`config.mk`:
```
export PLATFORM = sky130hd
export DESIGN_NAME = psci_power_call_handler_core
export DESIGN_NICKNAME = d
export VERILOG_FILES = /design/src/design/psci_pch_pkg.sv /design/src/design/psci_pch_ctrl.sv /design/src/design/psci_pch_dp.sv /design/src/design/psci_power_call_handler_core.sv
export VERILOG_INCLUDE_DIRS = /design/src /design/src/design
export SDC_FILE = /design/constraint.sdc
export NUM_CORES = 1
export LEC_CHECK = 0
export BUFFER_PORTS_ARGS = -buffer_cell sky130_fd_sc_hd__buf_4
export CAP_MARGIN = 20
export CELL_PAD_IN_SITES_DETAIL_PLACEMENT = 2
export CELL_PAD_IN_SITES_GLOBAL_PLACEMENT = 2
export CORE_UTILIZATION = 26
export CTS_CLUSTER_SIZE = 14
export DETAILED_ROUTE_END_ITERATION = 10
export HOLD_SLACK_MARGIN = 0.15
export PLACE_DENSITY_LB_ADDON = 0.1
export REMOVE_ABC_BUFFERS = 1
export SLEW_MARGIN = 10
export SYNTH_ARGS = -nofsm -noshare
export SYNTH_HDL_FRONTEND = slang
export SYNTH_SLANG_ARGS = --single-unit
```
`constraint.sdc`:
```
create_clock -name clk -period 4.8 [get_ports clk]
set_input_delay 0.96 -clock clk [delete_from_list [all_inputs] [get_ports clk]]
set_output_delay 0.96 -clock clk [all_outputs]
set_load 0.03 [all_outputs]
```
`src/design/psci_power_call_handler_core_assert.svh`:
```
// Assertion macros for the PSCI call handler.
`ifndef PSCI_POWER_CALL_HANDLER_CORE_ASSERT_SVH
`define PSCI_POWER_CALL_HANDLER_CORE_ASSERT_SVH

// Same-cycle implication, checked out of reset.
`define PSCI_ASSERT_NOW(label, clk_i, rst_n_i, ante, cons, msg) \
	label: assert property (@(posedge clk_i) disable iff (!rst_n_i) \
		(ante) |-> (cons)) else $error(msg);

// Next-cycle implication, checked out of reset.
`define PSCI_ASSERT_NEXT(label, clk_i, rst_n_i, ante, cons, msg) \
	label: assert property (@(posedge clk_i) disable iff (!rst_n_i) \
		(ante) |=> (cons)) else $error(msg);

`endif

```
`src/design/psci_pch_pkg.sv`:
```
`default_nettype none

package psci_pch_pkg;

	localparam int MAX_CORES_DEF = 8;
	localparam int AFF_W         = 8;
	localparam int NUM_CORES_W   = 4;
	localparam int FID_W         = 32;
	localparam int RV_W          = 33;
	localparam int CORE_W        = 3;
	localparam int ADDR_W        = 64;

	localparam logic [NUM_CORES_W-1:0] NUM_CORES_RST = 4'd1;

	localparam logic [FID_W-1:0] FN_VERSION      = 32'h8400_0000;
	localparam logic [FID_W-1:0] FN_CPU_OFF      = 32'h8400_0002;
	localparam logic [FID_W-1:0] FN_CPU_ON_32    = 32'h8400_0003;
	localparam logic [FID_W-1:0] FN_CPU_ON_64    = 32'hC400_0003;
	localparam logic [FID_W-1:0] FN_AFF_INFO_32  = 32'h8400_0004;
	localparam logic [FID_W-1:0] FN_AFF_INFO_64  = 32'hC400_0004;
	localparam logic [FID_W-1:0] FN_MIGRATE_TYPE = 32'h8400_0006;
	localparam logic [FID_W-1:0] FN_SYS_OFF      = 32'h8400_0008;
	localparam logic [FID_W-1:0] FN_SYS_RESET    = 32'h8400_0009;
	localparam logic [FID_W-1:0] FN_FEATURES     = 32'h8400_000A;

	localparam logic signed [RV_W-1:0] RV_SUCCESS    = 33'sd0;
	localparam logic signed [RV_W-1:0] RV_NOT_SUPP   = -33'sd1;
	localparam logic signed [RV_W-1:0] RV_INVALID    = -33'sd2;
	localparam logic signed [RV_W-1:0] RV_ALREADY_ON = -33'sd4;
	localparam logic signed [RV_W-1:0] RV_VERSION    = 33'sd65537;
	localparam logic signed [RV_W-1:0] RV_AFF_ON     = 33'sd0;
	localparam logic signed [RV_W-1:0] RV_AFF_OFF    = 33'sd1;
	localparam logic signed [RV_W-1:0] RV_MIGRATE    = 33'sd2;

	typedef struct packed {
		logic load;
	} psci_cmd_t;

	function automatic logic feature_known(input logic [FID_W-1:0] fid);
		logic known;
		unique case (fid)
			FN_VERSION, FN_CPU_ON_32, FN_CPU_ON_64, FN_CPU_OFF,
			FN_AFF_INFO_32, FN_AFF_INFO_64, FN_SYS_OFF,
			FN_SYS_RESET, FN_FEATURES: known = 1'b1;
			default:                     known = 1'b0;
		endcase
		return known;
	endfunction

endpackage

`default_nettype wire

```
`src/design/psci_pch_ctrl.sv`:
```
`default_nettype none

module psci_pch_ctrl (
	input  wire logic                   clk,
	input  wire logic                   arst_n,
	input  wire logic                   in_valid,
	output logic                        in_stall,
	output logic                        out_valid,
	input  wire logic                   out_stall,
	output psci_pch_pkg::psci_cmd_t     cmd
);

	typedef enum logic [1:0] {
		ST_EMPTY = 2'b01,
		ST_FULL  = 2'b10
	} state_t;

	state_t state_q;
	state_t state_d;
	logic   accept;

	assign out_valid = (state_q == ST_FULL);
	assign in_stall  = (state_q == ST_FULL) && out_stall;
	assign accept    = in_valid && !in_stall;
	assign cmd.load  = accept;

	always_comb begin
		state_d = state_q;
		unique case (state_q)
			ST_EMPTY: begin
				if (accept) state_d = ST_FULL;
			end
			ST_FULL: begin
				if (!out_stall && !accept) state_d = ST_EMPTY;
			end
			default: state_d = ST_EMPTY;
		endcase
	end

	always_ff @(posedge clk or negedge arst_n) begin
		if (!arst_n) begin
			state_q <= ST_EMPTY;
		end else begin
			state_q <= state_d;
		end
	end

endmodule

`default_nettype wire

```
`src/design/psci_pch_dp.sv`:
```
`default_nettype none

module psci_pch_dp #(
	parameter int MAX_CORES = psci_pch_pkg::MAX_CORES_DEF
) (
	input  wire logic                                   clk,
	input  wire logic                                   arst_n,
	input  wire psci_pch_pkg::psci_cmd_t                cmd,
	input  wire logic                                   cfg_wr_en,
	input  wire logic [psci_pch_pkg::NUM_CORES_W-1:0]   cfg_wr_data,
	input  wire logic [psci_pch_pkg::FID_W-1:0]         function_id,
	input  wire logic [psci_pch_pkg::CORE_W-1:0]        caller_core,
	input  wire logic [psci_pch_pkg::FID_W-1:0]         argument_one,
	input  wire logic [psci_pch_pkg::ADDR_W-1:0]        entry_address,
	input  wire logic [psci_pch_pkg::ADDR_W-1:0]        context_value,
	output logic                                        handled,
	output logic signed [psci_pch_pkg::RV_W-1:0]        return_value,
	output logic                                        start_valid,
	output logic [psci_pch_pkg::CORE_W-1:0]             start_core,
	output logic [psci_pch_pkg::ADDR_W-1:0]             start_entry,
	output logic [psci_pch_pkg::ADDR_W-1:0]             start_context
);

	localparam int CIW   = (MAX_CORES > 1) ? $clog2(MAX_CORES) : 1;
	localparam int TGT_W = psci_pch_pkg::AFF_W + 1;

	logic [psci_pch_pkg::NUM_CORES_W-1:0] num_cores_q;
	logic [MAX_CORES-1:0]                 core_on_q;
	logic [MAX_CORES-1:0]                 core_on_d;

	logic [psci_pch_pkg::AFF_W-1:0]       target;
	logic [TGT_W-1:0]                     target_ext;
	logic [CIW-1:0]                       target_idx;
	logic [CIW-1:0]                       caller_idx;
	logic                                 target_ok;
	logic                                 caller_ok;
	logic                                 target_on;

	logic                                 handled_d;
	logic signed [psci_pch_pkg::RV_W-1:0] rv_d;
	logic                                 sv_d;

	logic                                 handled_q;
	logic signed [psci_pch_pkg::RV_W-1:0] rv_q;
	logic                                 sv_q;
	logic [psci_pch_pkg::CORE_W-1:0]      sc_q;
	logic [psci_pch_pkg::ADDR_W-1:0]      se_q;
	logic [psci_pch_pkg::ADDR_W-1:0]      sx_q;

	assign target     = argument_one[psci_pch_pkg::AFF_W-1:0];
	assign target_ext = TGT_W'(target);
	assign target_idx = CIW'(target);
	assign caller_idx = CIW'(caller_core);
	assign target_ok  = (target_ext < TGT_W'(num_cores_q)) && (32'(target) < MAX_CORES);
	assign caller_ok  = 32'(caller_core) < MAX_CORES;
	assign target_on  = core_on_q[target_idx];

	always_comb begin
		handled_d = 1'b1;
		rv_d      = psci_pch_pkg::RV_SUCCESS;
		sv_d      = 1'b0;
		core_on_d = core_on_q;
		unique case (function_id)
			psci_pch_pkg::FN_VERSION: rv_d = psci_pch_pkg::RV_VERSION;
			psci_pch_pkg::FN_CPU_ON_32, psci_pch_pkg::FN_CPU_ON_64: begin
				if (!target_ok) begin
					rv_d = psci_pch_pkg::RV_INVALID;
				end else if (target_on) begin
					rv_d = psci_pch_pkg::RV_ALREADY_ON;
				end else begin
					sv_d                  = 1'b1;
					core_on_d[target_idx] = 1'b1;
				end
			end
			psci_pch_pkg::FN_CPU_OFF: begin
				if (caller_ok) core_on_d[caller_idx] = 1'b0;
			end
			psci_pch_pkg::FN_AFF_INFO_32, psci_pch_pkg::FN_AFF_INFO_64: begin
				if (!target_ok) begin
					rv_d = psci_pch_pkg::RV_INVALID;
				end else begin
					rv_d = target_on ? psci_pch_pkg::RV_AFF_ON : psci_pch_pkg::RV_AFF_OFF;
				end
			end
			psci_pch_pkg::FN_SYS_OFF, psci_pch_pkg::FN_SYS_RESET:
				rv_d = psci_pch_pkg::RV_SUCCESS;
			psci_pch_pkg::FN_FEATURES: begin
				rv_d = psci_pch_pkg::feature_known(argument_one) ?
					psci_pch_pkg::RV_SUCCESS : psci_pch_pkg::RV_NOT_SUPP;
			end
			psci_pch_pkg::FN_MIGRATE_TYPE: rv_d = psci_pch_pkg::RV_MIGRATE;
			default: begin
				handled_d = 1'b0;
				rv_d      = $signed({1'b0, function_id});
			end
		endcase
	end

	always_ff @(posedge clk or negedge arst_n) begin
		if (!arst_n) begin
			num_cores_q <= psci_pch_pkg::NUM_CORES_RST;
			core_on_q   <= MAX_CORES'(1);
		end else begin
			if (cfg_wr_en) num_cores_q <= cfg_wr_data;
			if (cmd.load) core_on_q <= core_on_d;
		end
	end

	// Result beat register
	always_ff @(posedge clk) begin
		if (cmd.load) begin
			handled_q <= handled_d;
			rv_q      <= rv_d;
			sv_q      <= sv_d;
			sc_q      <= sv_d ? target[psci_pch_pkg::CORE_W-1:0] : '0;
			se_q      <= sv_d ? entry_address : '0;
			sx_q      <= sv_d ? context_value : '0;
		end
	end

	assign handled       = handled_q;
	assign return_value  = rv_q;
	assign start_valid   = sv_q;
	assign start_core    = sc_q;
	assign start_entry   = se_q;
	assign start_context = sx_q;

endmodule

`default_nettype wire

```
`src/design/psci_power_call_handler_core.sv`:
```
// Channel   Direction  Handshake              Payload
// in        sink       in_valid / in_stall    function_id caller_core argument_one
//                                             entry_address context_value
// out       source     out_valid / out_stall  handled return_value start_valid
//                                             start_core start_entry start_context
// cfg       sink       cfg_wr_en              cfg_wr_data (num_cores)
//
// Decode and the core-on flag update happen at the accept edge,
// and the result beat shows on the next cycle from the output register.
// A new call is taken every cycle unless the output register is full and stalled.
// Reset: core 0 on, all others off; core count 1; output empty.
// The call's entry and context are carried only on the start request.
`default_nettype none

module psci_power_call_handler_core #(
	parameter int MAX_CORES = psci_pch_pkg::MAX_CORES_DEF
) (
	input  wire logic                                   clk,
	input  wire logic                                   arst_n,
	input  wire logic                                   cfg_wr_en,
	input  wire logic [psci_pch_pkg::NUM_CORES_W-1:0]   cfg_wr_data,
	input  wire logic                                   in_valid,
	output logic                                        in_stall,
	input  wire logic [psci_pch_pkg::FID_W-1:0]         function_id,
	input  wire logic [psci_pch_pkg::CORE_W-1:0]        caller_core,
	input  wire logic [psci_pch_pkg::FID_W-1:0]         argument_one,
	input  wire logic [psci_pch_pkg::ADDR_W-1:0]        entry_address,
	input  wire logic [psci_pch_pkg::ADDR_W-1:0]        context_value,
	output logic                                        out_valid,
	input  wire logic                                   out_stall,
	output logic                                        handled,
	output logic signed [psci_pch_pkg::RV_W-1:0]        return_value,
	output logic                                        start_valid,
	output logic [psci_pch_pkg::CORE_W-1:0]             start_core,
	output logic [psci_pch_pkg::ADDR_W-1:0]             start_entry,
	output logic [psci_pch_pkg::ADDR_W-1:0]             start_context
);

	psci_pch_pkg::psci_cmd_t cmd;

	psci_pch_ctrl u_ctrl (
		.clk       (clk),
		.arst_n    (arst_n),
		.in_valid  (in_valid),
		.in_stall  (in_stall),
		.out_valid (out_valid),
		.out_stall (out_stall),
		.cmd       (cmd)
	);

	psci_pch_dp #(
		.MAX_CORES (MAX_CORES)
	) u_dp (
		.clk           (clk),
		.arst_n        (arst_n),
		.cmd           (cmd),
		.cfg_wr_en     (cfg_wr_en),
		.cfg_wr_data   (cfg_wr_data),
		.function_id   (function_id),
		.caller_core   (caller_core),
		.argument_one  (argument_one),
		.entry_address (entry_address),
		.context_value (context_value),
		.handled       (handled),
		.return_value  (return_value),
		.start_valid   (start_valid),
		.start_core    (start_core),
		.start_entry   (start_entry),
		.start_context (start_context)
	);

`include "psci_power_call_handler_core_assert.svh"

	`PSCI_ASSERT_NOW(a_start_is_success, clk, arst_n, out_valid && start_valid, handled && (return_value == psci_pch_pkg::RV_SUCCESS), "start request without a successful call")
	`PSCI_ASSERT_NOW(a_stall_only_when_full, clk, arst_n, in_stall, out_valid, "input stalled with empty output register")
	`PSCI_ASSERT_NEXT(a_accept_fills, clk, arst_n, in_valid && !in_stall, out_valid, "accepted call produced no result beat")

endmodule

`default_nettype wire

```
# Yosys cells after proc, flatten, opt, wreduce, memory -nomap -nowiden
# Index checks and enable logic that the tools add are counted.
# W data, S select, Z words.
[totals] ff_bits=180 latch_bits=0 ramBits=0 romBits=0 inputBits=204 output_inout_bits=168 wordCells=84 n_memories=0
[op_classes] add_sub_neg=0 multipliers=0 div=0 magnitude_cmp=6 n_eq_ne=25 shift=0 muxes=24 bitwise_logic=3 reduce_logical=17
[op_table] cell="$eq A32 B32 Y1 const B" count=19
[op_table] cell="$pmux W33 S6" count=1
[op_table] cell="$mux W33" count=4
[op_table] cell="$mux W8" count=2
[op_table] cell="$pmux W8 S2" count=1
[op_table] cell="$mux W1" count=10
[op_table] cell="$reduce_or A10 Y1" count=1
[op_table] cell="$reduce_or A9 Y1" count=1
[op_table] cell="$and A8 B8 Y8" count=1
[op_table] cell="$lt A3 B4 Y1 const B" count=2
[op_table] cell="$lt A8 B4 Y1" count=1
[op_table] cell="$lt A8 B4 Y1 const B" count=1
[op_table] cell="$not A8 Y8" count=1
[op_table] cell="$or A8 B8 Y8" count=1
[op_table] cell="$demux W1 S3" count=2
[op_table] cell="$ge A3 B1 Y1 const B" count=2
[op_table] cell="$logic_and A1 B1 Y1" count=6
[op_table] cell="$ne A2 B1 Y1 const B" count=3
[op_table] cell="$mux W2" count=2
[op_table] cell="$pmux W2 S2" count=1
[op_table] cell="$reduce_and A4 Y1" count=1
[op_table] cell="$reduce_or A2 Y1" count=2
[op_table] cell="$bmux W1 S3" count=1
[op_table] cell="$logic_not A1 Y1" count=3
[op_table] cell="6 further kinds" count=6

# Longest topological paths before layout
# Gate-level depths: netlist of run 1.
[depth] word_depth=8 ltp_mapped=8 depth_no_buf=6

# Hierarchy
# Synthesis of run 1 repeated with hierarchy kept, for this count alone.
[unflattened] cells_unflattened=499 area_unflattened_um2=7563.5
[by_module_without_submodules] mod="psci_pch_dp" n_inst=1 cells_each=490 area_each_um2=7459.7 seq_area_each_um2=5287.6
[by_module_without_submodules] mod="psci_pch_ctrl" n_inst=1 cells_each=9 area_each_um2=103.8 seq_area_each_um2=51.3

# Worst setup path after synthesis of run 1
# Ideal clock, no wire load.
[synth_timing] path_type="input-to-reg" start="input out_stall" end="register u_dp.handled_q (netlist: u_dp.handled) (enable)" setup_time_ns=0.546 arrival_time_ns=4.879 t_required_ns=4.254 slack_ns=-0.625 stages=2 path_buffers=0 path_cell_list="nand3b_1 -> and2_1"
[synth_via] elab_chain_cells=3
[synth_lines] item="start: declaration" line_no="psci_power_call_handler_core.sv:30" rtl="input wire logic out_stall,"
[synth_lines] item="$logic_and A1 B1 Y1" line_no="psci_pch_ctrl.sv:23" rtl="assign in_stall = (state_q == ST_FULL) && out_stall;"
[synth_lines] item="$logic_not A1 Y1" line_no="psci_pch_ctrl.sv:24" rtl="assign accept = in_valid && !in_stall;"
[synth_lines] item="$logic_and A1 B1 Y1" line_no="psci_pch_ctrl.sv:24"
[synth_lines] item="net cmd" line_no="psci_power_call_handler_core.sv:39" rtl="psci_pch_pkg::psci_cmd_t cmd;"
[synth_lines] item="end signal: assignment" line_no="psci_pch_dp.sv:112" rtl="handled_q <= handled_d;"
[synth_lines] item="end: declaration" line_no="psci_pch_dp.sv:43" rtl="logic handled_q;"
# The timed path passes the listed nets, and every way through them passes these cells.
# A chain may end at the register's enable or synchronous reset.

# Worst setup path in the final report of run 1
[layout_timing] start="input argument_one[5] (netlist name)" end="register u_dp.rv_q (netlist bit u_dp.return_value[26]), data pin"
[layout_via] elab_chain_cells=6 word_cells_on_any_way=19 classes_between="order compare (2); eq/ne (9); mux (6); reduce/logical (2)"
[layout_lines] item="start: declaration" line_no="psci_power_call_handler_core.sv:26" rtl="input wire logic [psci_pch_pkg::FID_W-1:0] argument_one,"
[layout_lines] item="$eq A32 B32 Y1" line_no="psci_pch_pkg.sv:41" rtl="unique case (fid)"
[layout_lines] item="$reduce_or A9 Y1" line_no="psci_pch_pkg.sv:41"
[layout_lines] item="$mux W1" line_no="psci_pch_pkg.sv:41"
[layout_lines] item="$mux W1" line_no="psci_pch_dp.sv:63" rtl="unique case (function_id)"
[layout_lines] item="$mux W33" line_no="psci_pch_dp.sv:88" rtl="rv_d = psci_pch_pkg::feature_known(argument_one) ?"
[layout_lines] item="$pmux W33 S6 *" line_no="psci_pch_dp.sv:63"
[layout_lines] item="net u_dp.rv_d (one bit)" line_no="psci_pch_dp.sv:40" rtl="logic signed [psci_pch_pkg::RV_W-1:0] rv_d;"
[layout_lines] item="end signal: assignment" line_no="psci_pch_dp.sv:113" rtl="rv_q <= rv_d;"
[layout_lines] item="end: declaration" line_no="psci_pch_dp.sv:44" rtl="logic signed [psci_pch_pkg::RV_W-1:0] rv_q;"
# Mark *: on every way through the listed nets, which the timed path passes. The rest lies on a longest branch. The select of a mux whose other input is x is not followed.

==> impl_summary.log, run 1 <==
INFO  metric drtPass1Iterations = 4
INFO  metric hp-class = in2async
INFO  metric global_route_wire_length_before_repair = ~35000 um
INFO  metric path_cells = buf_4 > or4_1 > nor3_1 > o211ai_2 > nand2_1 > nand3_1
INFO  metric place_congestion = 0.774
INFO  metric worstSkewPairLatency = 440 ps
INFO  metric outcome = finished clean
INFO  metric cts-root-buf = sky130_fd_sc_hd__clkbuf_16
INFO  metric combPwrFrac = between 15 and 20%
INFO  metric layout.nets = 1072
INFO  metric cts.path.max_buffers = 2
INFO  metric crit_required = 4930 ps
INFO  metric worst_ep_arrival_time = 3170 ps
INFO  metric critical_path.endpoint_type = register
INFO  metric maxUsedRoutingLayer = met4
INFO  metric total_length_of_routed_met2_wires = between 10000 and 15000 um
INFO  metric io-pin-count = 372
INFO  metric seq_power_share = between 40 and 50%
INFO  metric post_synth.cell_area_avg = 14.9 um2
INFO  metric synthesis.yosys.warnings = 0
INFO  metric yosys.cell_types.count = 44
INFO  metric grt_setup_unrepaired = false
INFO  metric syn-cell-area = 7410 um2
INFO  metric setup_viol = 0
INFO  metric number_of_failing_hold_endpoints_at_the_final_stage = 0
INFO  metric global_route.usage.total = 16.4%
INFO  metric hold-worst-slack = 371 ps
INFO  metric dieArea = 29200 um2
INFO  metric layout_commonest_cell = sky130_fd_sc_hd__buf_4
INFO  metric synth_sequential_area_ratio = between 70 and 80%
INFO  metric cpPeakStageDelay = 820 ps
INFO  metric clock_skew = 15.0 ps
INFO  metric drv_cap = 0
INFO  metric synthAdderAreaFrac = 0.507%
INFO  metric cp_max_fo = 31
INFO  metric combinational_family_with_the_most_area_after_synthesis = simple AND/OR/NAND/NOR gates
INFO  metric most-common-layout-cells = sky130_fd_sc_hd__buf_4, sky130_fd_sc_hd__edfxtp_1, sky130_fd_sc_hd__and2_1
INFO  metric startpoint_type = primary input
INFO  metric primary_flip_flop_cell_chosen_by_synthesis_mapping = sky130_fd_sc_hd__edfxtp_1
INFO  metric criticalPathCategory = in2reg
INFO  metric drc_violation_total_after_the_first_tritonroute_iteration = 330
INFO  metric cts.htree.levels = 4
INFO  metric ant_nets = 0
INFO  metric synth_compound_area_share = 2.87%
INFO  metric std_cell_rows = 61
INFO  metric layout_min_cycle_time = ~3000 ps
INFO  metric drt-vias-per-instance = 4.43
INFO  metric report.power.total = 0.00399 W
INFO  metric synth_enable_flop_cells = between 150 and 200
INFO  metric clock_sink_count = 180
INFO  metric drc = 0
INFO  metric async_s_r_ff_share_synth = 7.78%
INFO  metric share_of_final_layout_standard_cells_stronger_than_drive_strength_1 = 48.1%
INFO  metric dieWidth = 171 um
INFO  metric cts_hold_buf = 0
INFO  metric die_span_y = 171 um
INFO  metric met3WireLength = 2200 um
INFO  metric worstReg2RegStart = u_dp.core_on_q[6]
INFO  metric start_util = 26.5%
INFO  metric setup_bufs_post_cts = 0
INFO  metric synth_simple_gate_area_share = 20.6%
INFO  metric worstMarginPinSlew = 1080 ps
INFO  metric final.period_utilization = 63.5%
INFO  metric p_int = 0.00284 W
INFO  metric cts_tree = built
INFO  metric grt_overflow_total = 0
INFO  metric grt_max_degree = 133
INFO  metric vias = 5564
INFO  metric final.setup.tns = 0 ps
INFO  metric r2r-end = u_dp.return_value[26]
INFO  metric ir_drop = 0.196 mV
INFO  metric total_leakage_power = 4.77 nW
INFO  metric postCtsResizedCells = 0
INFO  metric mux_share_of_post_synthesis_cell_area = 1.10%
INFO  metric synth_xor_xnor_area_share = 0%
INFO  metric post-route-cell-area = 11100 um2
INFO  metric worst_path_max_delay_cell = sky130_fd_sc_hd__nand2_1
INFO  metric synthesis.instances = 497
INFO  metric number_of_global_route_vias_before_repair = around 5800
INFO  metric p_sw = ~0.0012 W
INFO  metric detail_route.wirelength.met1 = 9550 um
INFO  metric worst_slew_margin_rel = around 28%
INFO  metric antenna_cells_inserted = 0
INFO  metric timing.fmax = 328 MHz
INFO  metric post_dr_wirelength_cell = 19.6 um
INFO  metric clk_transition_reported_paths = about 80 ps
INFO  metric pwr_density_cell = between 300 and 400 nW/um2
INFO  metric postRouteWirelength = approximately 25000 um
INFO  metric dp_hpwl = 18500 um
INFO  metric core-area = 27900 um2
INFO  metric flop_to_flop_setup_slack = 2200 ps
INFO  metric power.share.switching = 28.9%
INFO  metric clkPwrFrac = 34.2%
INFO  metric grt_antenna_before_repair = 0
INFO  metric port_buffers = 371
INFO  metric worst_r2r_path_cells = 5
INFO  metric area_delta_synth_final = 50.3%
INFO  metric final-max-slew-violation-count = 0
INFO  metric cts-buffers-inserted = 17
INFO  metric dpl_cell_area = 10600 um2
INFO  metric total_of_flip_flops_plus_latches_after_synthesis = 180
## critical path, delay by kind of cell
kind | cells | cell delay (ps)
AOI/OAI and AO/OA | 1 | 250
buffers and inverters | 1 | 110
and+or+nand+nor | 4 | 1840
## per-layer routing
layer / vias to the layer above / track usage [%]
li1: 2546 / -
met1: 2738 / 18.6
met2: 250 / 28.9
met3: 30 / 5.57
met4: 0 / 5.37
met5: - / 0
## per-stage QoR
step                      util [%]  worst slack [ps]  cells
final                         39.9              1750   1255
after global routing          39.9              1540   1255
after CTS                     39.9              1720   1255
after detailed placement      37.8              1250   1224
after global placement        37.8              1400   1224
after floorplan                  -              -625    471
## power by group through the flow
stage	clock [W]	combinational [W]	sequential, W
floorplan	0	0.0000984	0.00220
global placement	0	0.000718	0.00194
detailed placement	0	0.000729	0.00194
CTS	0.00142	0.000730	0.00191
global route	0.00147	0.000755	0.00192
finish	0.00137	0.000719	0.00191
## registers in the layout (all words and copies together), names as in the netlist, 2 cells and up
name / flops
u_dp.start_core: 3
u_dp.num_cores_q: 4
u_dp.core_on_q: 8
u_ctrl.state_q: 2
u_dp.return_value: 33
u_dp.start_context: 64
u_dp.start_entry: 64
## cells in the mapped netlist, drive strengths merged, types with 3 or more instances
cell | instances | area share, %
or3b | 4 | 0.47
nor3 | 5 | 0.34
nor4 | 11 | 0.93
nand3b | 30 | 3.0
a21oi | 3 | 0.20
inv | 9 | 0.46
edfxtp | 166 | 67
nand3 | 12 | 0.81
buf | 15 | 1.9
ha | 3 | 0.51
nor3b | 4 | 0.41
o31ai | 10 | 1.0
nand4 | 3 | 0.25
nor4b | 4 | 0.47
nand2 | 16 | 0.81
or4 | 3 | 0.30
nor2 | 7 | 0.35
nand2b | 3 | 0.25
dfrtp | 11 | 3.7
and2 | 134 | 11
dfstp | 3 | 1.1
o21ai | 10 | 0.68
clkbuf | 11 | 0.57
## final cells by class
| cell class | instances | area (um2) |
|---|---|---|
| clock buffer | 18 | 429 |
| clock inverter | 13 | 144 |
| tap | 378 | 473 |
| timing repair buffer | 375 | 2850 |
| inverter | 9 | 33.8 |
| fill | 2916 | 16800 |
| multi-input combinational | 282 | 1870 |
| sequential | 180 | 5340 |
## cell families (layout without fill, tap and decap cells)
group                      count (synthesis)  after routing
and+or+nand+nor                          243            243
DFF                                      180            180
buffers and inverters                     35            415
AOI/OAI and AO/OA                         31             31
muxes                                      5              5
adders and majority gates                  3              3
## worst max path at each step
stage                     from                    end  slack [ps]
2_1_floorplan        out_stall           u_dp.handled        -630
3_3_place_gp   argument_one[5]  u_dp.return_value[16]        1400
3_5_place_dp   argument_one[5]  u_dp.return_value[27]        1250
4_1_cts        argument_one[5]  u_dp.return_value[17]        1720
5_1_grt        argument_one[5]  u_dp.return_value[17]        1540
6_report       argument_one[5]  u_dp.return_value[26]        1750
No activity file was read; power rests on OpenSTA's default activity.
==> run 2, diff against run 1 <==
==> constraint.sdc (replaced) <==
create_clock -name clk -period 2.5 [get_ports clk]
set_input_delay 0.5 -clock clk [delete_from_list [all_inputs] [get_ports clk]]
set_output_delay 0.5 -clock clk [all_outputs]
set_load 0.03 [all_outputs]
==> impl_summary.log, run 2 (synthesis gave the netlist of run 1 again) <==
INFO  metric pwr_density_cell = 672 nW/um2
INFO  metric global_route.usage.total = between 10% and 20%
INFO  metric layout_commonest_cell = sky130_fd_sc_hd__buf_4
INFO  metric ir_drop = ~0.29 mV
INFO  metric final.period_utilization = 91.3%
INFO  metric critical-path-top-delay-family = simple AND/OR/NAND/NOR gates
INFO  metric postRouteWirelength = 25100 um
INFO  metric power.share.switching = 29.0%
INFO  metric post-route-cell-area = 11500 um2
INFO  metric cpPeakStageDelay = 440 ps
INFO  metric finalCoreUtilization = 41.0%
INFO  metric hp-class = in2reg
INFO  metric drv_cap = 0
INFO  metric antenna_cells_inserted = 0
INFO  metric global_route_wire_length_before_repair = 36500 um
INFO  metric worstSkewPairLatency = 430 ps
INFO  metric worstMarginPinSlew = 500 ps
INFO  metric critical_path.most_common_cell = sky130_fd_sc_hd__buf_4
INFO  metric place_congestion = ~0.75
INFO  metric clkPwrFrac = between 30% and 40%
INFO  metric critical_path.endpoint_type = register
INFO  metric startpoint_type = primary input
INFO  metric path_cells = buf_4 > nor4b_1 > buf_4 > nand3_1 > nor3_1 > nor2b_4 > buf_4 > and2_1
INFO  metric cts-buffers-inserted = 17
INFO  metric number_of_global_route_vias_before_repair = 6238
INFO  metric clock_sink_count = 180
INFO  metric grt_antenna_before_repair = 0
INFO  metric vias = 5651
INFO  metric cts.htree.levels = 4
INFO  metric io-pin-count = 372
INFO  metric dieArea = 29200 um2
INFO  metric drt-vias-per-instance = 4.40
INFO  metric p_sw = roughly 0.0022 W
INFO  metric cts.path.max_buffers = 2
INFO  metric layout.nets = 1100
INFO  metric final-max-slew-violation-count = 0
INFO  metric outcome = finished clean
INFO  metric dieWidth = ~170 um
INFO  metric clock_skew = 13.9 ps
INFO  metric drc = 0
INFO  metric grt_max_degree = 32
INFO  metric dpl_cell_area = 10900 um2
INFO  metric grt_overflow_total = 0
INFO  metric share_of_final_layout_standard_cells_stronger_than_drive_strength_1 = 49.6%
INFO  metric combPwrFrac = 18.3%
INFO  metric cp_max_fo = 30
INFO  metric postCtsResizedCells = 0
INFO  metric area_delta_synth_final = 54.7%
INFO  metric setup_viol = 0
INFO  metric cts_tree = built
INFO  metric critical_path_buf_inv_count = 3
INFO  metric worst_ep_arrival_time = 2570 ps
INFO  metric grt_setup_unrepaired = false
INFO  metric port_buffers = 371
INFO  metric setup_bufs_post_cts = 0
INFO  metric cts-root-buf = sky130_fd_sc_hd__clkbuf_16
INFO  metric ant_nets = 0
INFO  metric post_dr_wirelength_cell = 19.6 um
INFO  metric crit_required = 2780 ps
INFO  metric layout_min_cycle_time = 2280 ps
INFO  metric drc_violation_total_after_the_first_tritonroute_iteration = 235
INFO  metric total_leakage_power = 4.94 nW
INFO  metric std_cell_rows = 61
INFO  metric num-fill-cells = 2918
INFO  metric number_of_failing_hold_endpoints_at_the_final_stage = 0
INFO  metric p_int = 0.00547 W
INFO  metric worst_slew_margin_rel = approximately two thirds
INFO  metric most-common-layout-cells = sky130_fd_sc_hd__buf_4, sky130_fd_sc_hd__edfxtp_1, sky130_fd_sc_hd__and2_1
INFO  metric drtPass1Iterations = 4
INFO  metric clk_transition_reported_paths = ~70 ps
INFO  metric dp_hpwl = 19600 um
INFO  metric start_util = 26.5%
INFO  metric core-area = 27900 um2
INFO  metric worst_path_max_delay_cell = sky130_fd_sc_hd__nor4b_1
INFO  metric timing.fmax = ~440 MHz
INFO  metric seq_power_share = 47.5%
INFO  metric die_span_y = 171 um
INFO  metric criticalPathCategory = in2reg
## run 2: changes by cell type in the layout (fill, tap and decap cells not counted)
cell	previous run	this run
sky130_fd_sc_hd__dlygate4sd3_1	0	1
sky130_fd_sc_hd__buf_4	372	390
sky130_fd_sc_hd__buf_12	3	12
sky130_fd_sc_hd__inv_6	3	2
sky130_fd_sc_hd__clkinvlp_4	0	1
## run 2: worst paths after layout
check	start	end	slack (ps)	depth (start not counted)
worst max-delay path	function_id[25]	u_dp.start_entry[5]	220	8
worst min-delay path	cfg_wr_data[2]	u_dp.num_cores_q[2]	280	3
worst max register to register	u_dp.core_on_q[3]	u_dp.start_entry[5]	320	6
worst min register to register	u_dp.core_on_q[0]	u_dp.core_on_q[0]	490	2
max in group asynchronous	arst_n	u_dp.core_on_q[0]	1760	2
min in group asynchronous	arst_n	u_ctrl.state_q[1]	480	2
## run 2: per-stage QoR
stage                     total power [W]  setup TNS (ps)  setup WS (ps)  hold WS, ps  instances
after global placement            0.00512          -26700           -222          363       1251
after global routing              0.00798               0           95.0          272       1283
after CTS                         0.00783               0            246          263       1283
after floorplan                   0.00441         -472360          -2500          204        471
final                             0.00771               0            217          285       1283
after detailed placement          0.00516          -21650           -182          370       1251
## run 2: routing by layer
layer	wire length, um	track usage, %	vias to the layer above	share of wire [%]
li1	-	-	2600	-
met1	9400	18.3	2797	37
met2	13100	30.8	235	52
met3	2280	5.90	19	9.1
met4	276	4.58	0	1.1
met5	0	0	-	0
## run 2: power groups by stage
stage	combinational (W)	clock (W)	sequential (W)
2_1_floorplan	0.000189	0	0.00422
3_3_place_gp	0.00141	0	0.00371
3_5_place_dp	0.00143	0	0.00373
4_1_cts	0.00144	0.00273	0.00367
5_1_grt	0.00149	0.00281	0.00369
6_report	0.00141	0.00263	0.00366
## run 2: cell type report
type / instances / area [um2] / area share [%]
Timing Repair Buffer: 403 / 3180 / 27.7
Clock inverter: 13 / 143 / 1.24
Inverter: 9 / 33.8 / 0.295
Tap cell: 378 / 473 / 4.13
Multi-Input combinational cell: 282 / 1870 / 16.3
Clock buffer: 18 / 429 / 3.74
Sequential cell: 180 / 5340 / 46.6
## run 2: timing repair
action	4_1_cts	5_1_grt
hold endpoints to repair	14	0
endpoints found under the setup margin	0	0
hold buffers	1	0
## run 2: worst reg2reg max path, stage by stage (launching register included)
cell and delay, ps:
sky130_fd_sc_hd__dfrtp_1 400, sky130_fd_sc_hd__mux4_2 460, sky130_fd_sc_hd__mux2i_1 260, sky130_fd_sc_hd__o211ai_2 250
sky130_fd_sc_hd__nor2b_4 200, sky130_fd_sc_hd__buf_4 280, sky130_fd_sc_hd__and2_1 190
==> run 3, diff against run 2 <==
--- a/config.mk
+++ b/config.mk
@@ -10,11 +10,12 @@
 export CAP_MARGIN = 20
 export CELL_PAD_IN_SITES_DETAIL_PLACEMENT = 2
 export CELL_PAD_IN_SITES_GLOBAL_PLACEMENT = 2
+export CORE_MARGIN = 2
 export CORE_UTILIZATION = 26
 export CTS_CLUSTER_SIZE = 14
 export DETAILED_ROUTE_END_ITERATION = 10
 export HOLD_SLACK_MARGIN = 0.15
-export PLACE_DENSITY_LB_ADDON = 0.1
+export PLACE_DENSITY = 0.84
 export REMOVE_ABC_BUFFERS = 1
 export SLEW_MARGIN = 10
 export SYNTH_ARGS = -nofsm -noshare
==> impl_summary.log, run 3 (synthesis gave the netlist of run 1 again) <==
INFO  metric outcome = finished clean
INFO  metric postRouteWirelength = 27600 um
INFO  metric dieWidth = 173 um
INFO  metric grt_use_met2 = 35.2%
INFO  metric std_cell_rows = 61
INFO  metric hold-worst-slack = 275 ps
INFO  metric clock_sink_count = 180
INFO  metric cp_max_fo = 31
INFO  metric dieArea = approximately 30000 um2
INFO  metric timing.fmax = around 430 MHz
INFO  metric setup_bufs_post_cts = 0
INFO  metric report.power.total = 0.00780 W
INFO  metric area_delta_synth_final = 53.7%
INFO  metric ir_drop = 0.431 mV
INFO  metric number_of_failing_hold_endpoints_at_the_final_stage = 0
INFO  metric global_route_wire_length_before_repair = a little over 40000 um
INFO  metric io-pin-count = 372
INFO  metric most-common-layout-cells = sky130_fd_sc_hd__buf_4, sky130_fd_sc_hd__edfxtp_1, sky130_fd_sc_hd__and2_1
INFO  metric worst_ep_arrival_time = between 2000 and 3000 ps
INFO  metric drc_violation_total_after_the_first_tritonroute_iteration = between 300 and 400
INFO  metric final-max-slew-violation-count = 0
INFO  metric pwr_density_cell = 685 nW/um2
INFO  metric cts-root-buf = sky130_fd_sc_hd__clkbuf_16
INFO  metric worst_slew_margin_rel = 64.9%
INFO  metric grt_antenna_before_repair = 0
INFO  metric final.setup.tns = 0 ps
INFO  metric core-area = 27900 um2
INFO  metric cts_tree = built
INFO  metric drv_cap = 0
INFO  metric total_leakage_power = 4.90 nW
INFO  metric layout_commonest_cell = sky130_fd_sc_hd__buf_4
INFO  metric grt.busiest_layer = met2
INFO  metric seqCellArea = approximately 5300 um2
INFO  metric criticalPathCategory = in2reg
INFO  metric grt_overflow_total = 0
INFO  metric clock_skew = 20.2 ps
INFO  metric ant_nets = 0
INFO  metric global_route.usage.total = between 10% and 20%
INFO  metric worstSkewPairLatency = 440 ps
INFO  metric num-fill-cells = 2877
INFO  metric drtPass1Iterations = 5
INFO  metric port_buffers = 371
INFO  metric critical_path.endpoint_type = register
INFO  metric vias = 5690
INFO  metric drt-vias-per-instance = between 4 and 5
INFO  metric multi_input_logic_area = between 1500 and 2000 um2
INFO  metric final.period_utilization = between 90% and 100%
INFO  metric layout_min_cycle_time = 2330 ps
INFO  metric start_util = 26.5%
INFO  metric number_of_global_route_vias_before_repair = 6326
INFO  metric cts.htree.levels = 4
INFO  metric die_span_y = 173 um
INFO  metric crit_required = 2780 ps
INFO  metric antenna_cells_inserted = 0
INFO  metric setup_viol = 0
INFO  metric hp-class = in2reg
INFO  metric cts.path.max_buffers = 2
INFO  metric clk_transition_reported_paths = about 80 ps
INFO  metric dpl_cell_area = about 11000 um2
INFO  metric grt_max_degree = slightly below 90
INFO  metric place_congestion = ~0.77
INFO  metric finalCoreUtilization = 40.8%
INFO  metric post-route-cell-area = 11400 um2
INFO  metric startpoint_type = primary input
INFO  metric cts-buffers-inserted = 17
INFO  metric post_dr_wirelength_cell = 21.6 um
INFO  metric layout.nets = 1094
INFO  metric share_of_final_layout_standard_cells_stronger_than_drive_strength_1 = about half
INFO  metric drc = 0
INFO  metric dp_hpwl = ~21000 um
INFO  metric worstMarginPinSlew = ~520 ps
INFO  metric grt_setup_unrepaired = false
INFO  metric gr-usage-met3 = 5.21%
INFO  metric grtUsageMet1 = between 10% and 20%
==> run 3: cell count changes in the layout (fill, tap and decap cells not counted), sizes merged <==
cell | previous run | this run
inv | 14 | 15
buf | 402 | 396
==> run 3: worst paths after layout <==
check / cells past startpoint / slack (ps) / end / from
min: 3 / 270 / u_dp.num_cores_q[3] / cfg_wr_data[3]
max reg2reg: 7 / 320 / u_dp.return_value[9] / u_dp.num_cores_q[1]
max in group asynchronous: 2 / 1790 / u_dp.num_cores_q[0] / arst_n
max: 9 / 170 / u_dp.return_value[9] / function_id[17]
min in group asynchronous: 2 / 460 / u_dp.num_cores_q[3] / arst_n
min reg2reg: 2 / 490 / u_dp.core_on_q[0] / u_dp.core_on_q[0]
==> run 3: routing by layer <==
metal,vias up,part of all wire [%]
met5,-,0
met4,0,1.1
met1,2857,37
met2,220,56
met3,20,6.7
li1,2593,-
==> run 3: final cells by class <==
class                   count  area share [%]
clock buffers              18            3.77
clock inverters            14            1.44
inverters                   9           0.297
multi-input cells         282            16.4
flip-flops and latches    180            46.9
well taps                 378            4.15
repair buffers            397            27.1
==> run 3: where the power goes <==
part	internal [W]	total (W)	switching, W
Sequential	0.00358	0.00368	0.0000958
Combinational	0.000549	0.00140	0.000852
Clock	0.00135	0.00272	0.00137
Total	0.00548	0.00780	0.00232
==> run 3: critical path: stages <==
cell and delay (ps):
sky130_fd_sc_hd__buf_4 120, sky130_fd_sc_hd__nor4_1 500, sky130_fd_sc_hd__buf_4 200, sky130_fd_sc_hd__nand4_1 230, sky130_fd_sc_hd__buf_4 240, sky130_fd_sc_hd__nor4_1 350
sky130_fd_sc_hd__a32oi_2 130, sky130_fd_sc_hd__buf_12 200, sky130_fd_sc_hd__nand3b_1 130
==> run 3: through the flow <==
step,setup WS (ps),std cells
CTS,158,1278
floorplan,-2500,471
finish,171,1278
detailed placement,-281,1245
global placement,-261,1245
global route,74.2,1278
==> run 3: what timing repair did <==
action | 4_1_cts | 5_1_grt
hold buffers | 1 | 0
resized for setup | 0 | 0
hold endpoints to repair | 14 | 0
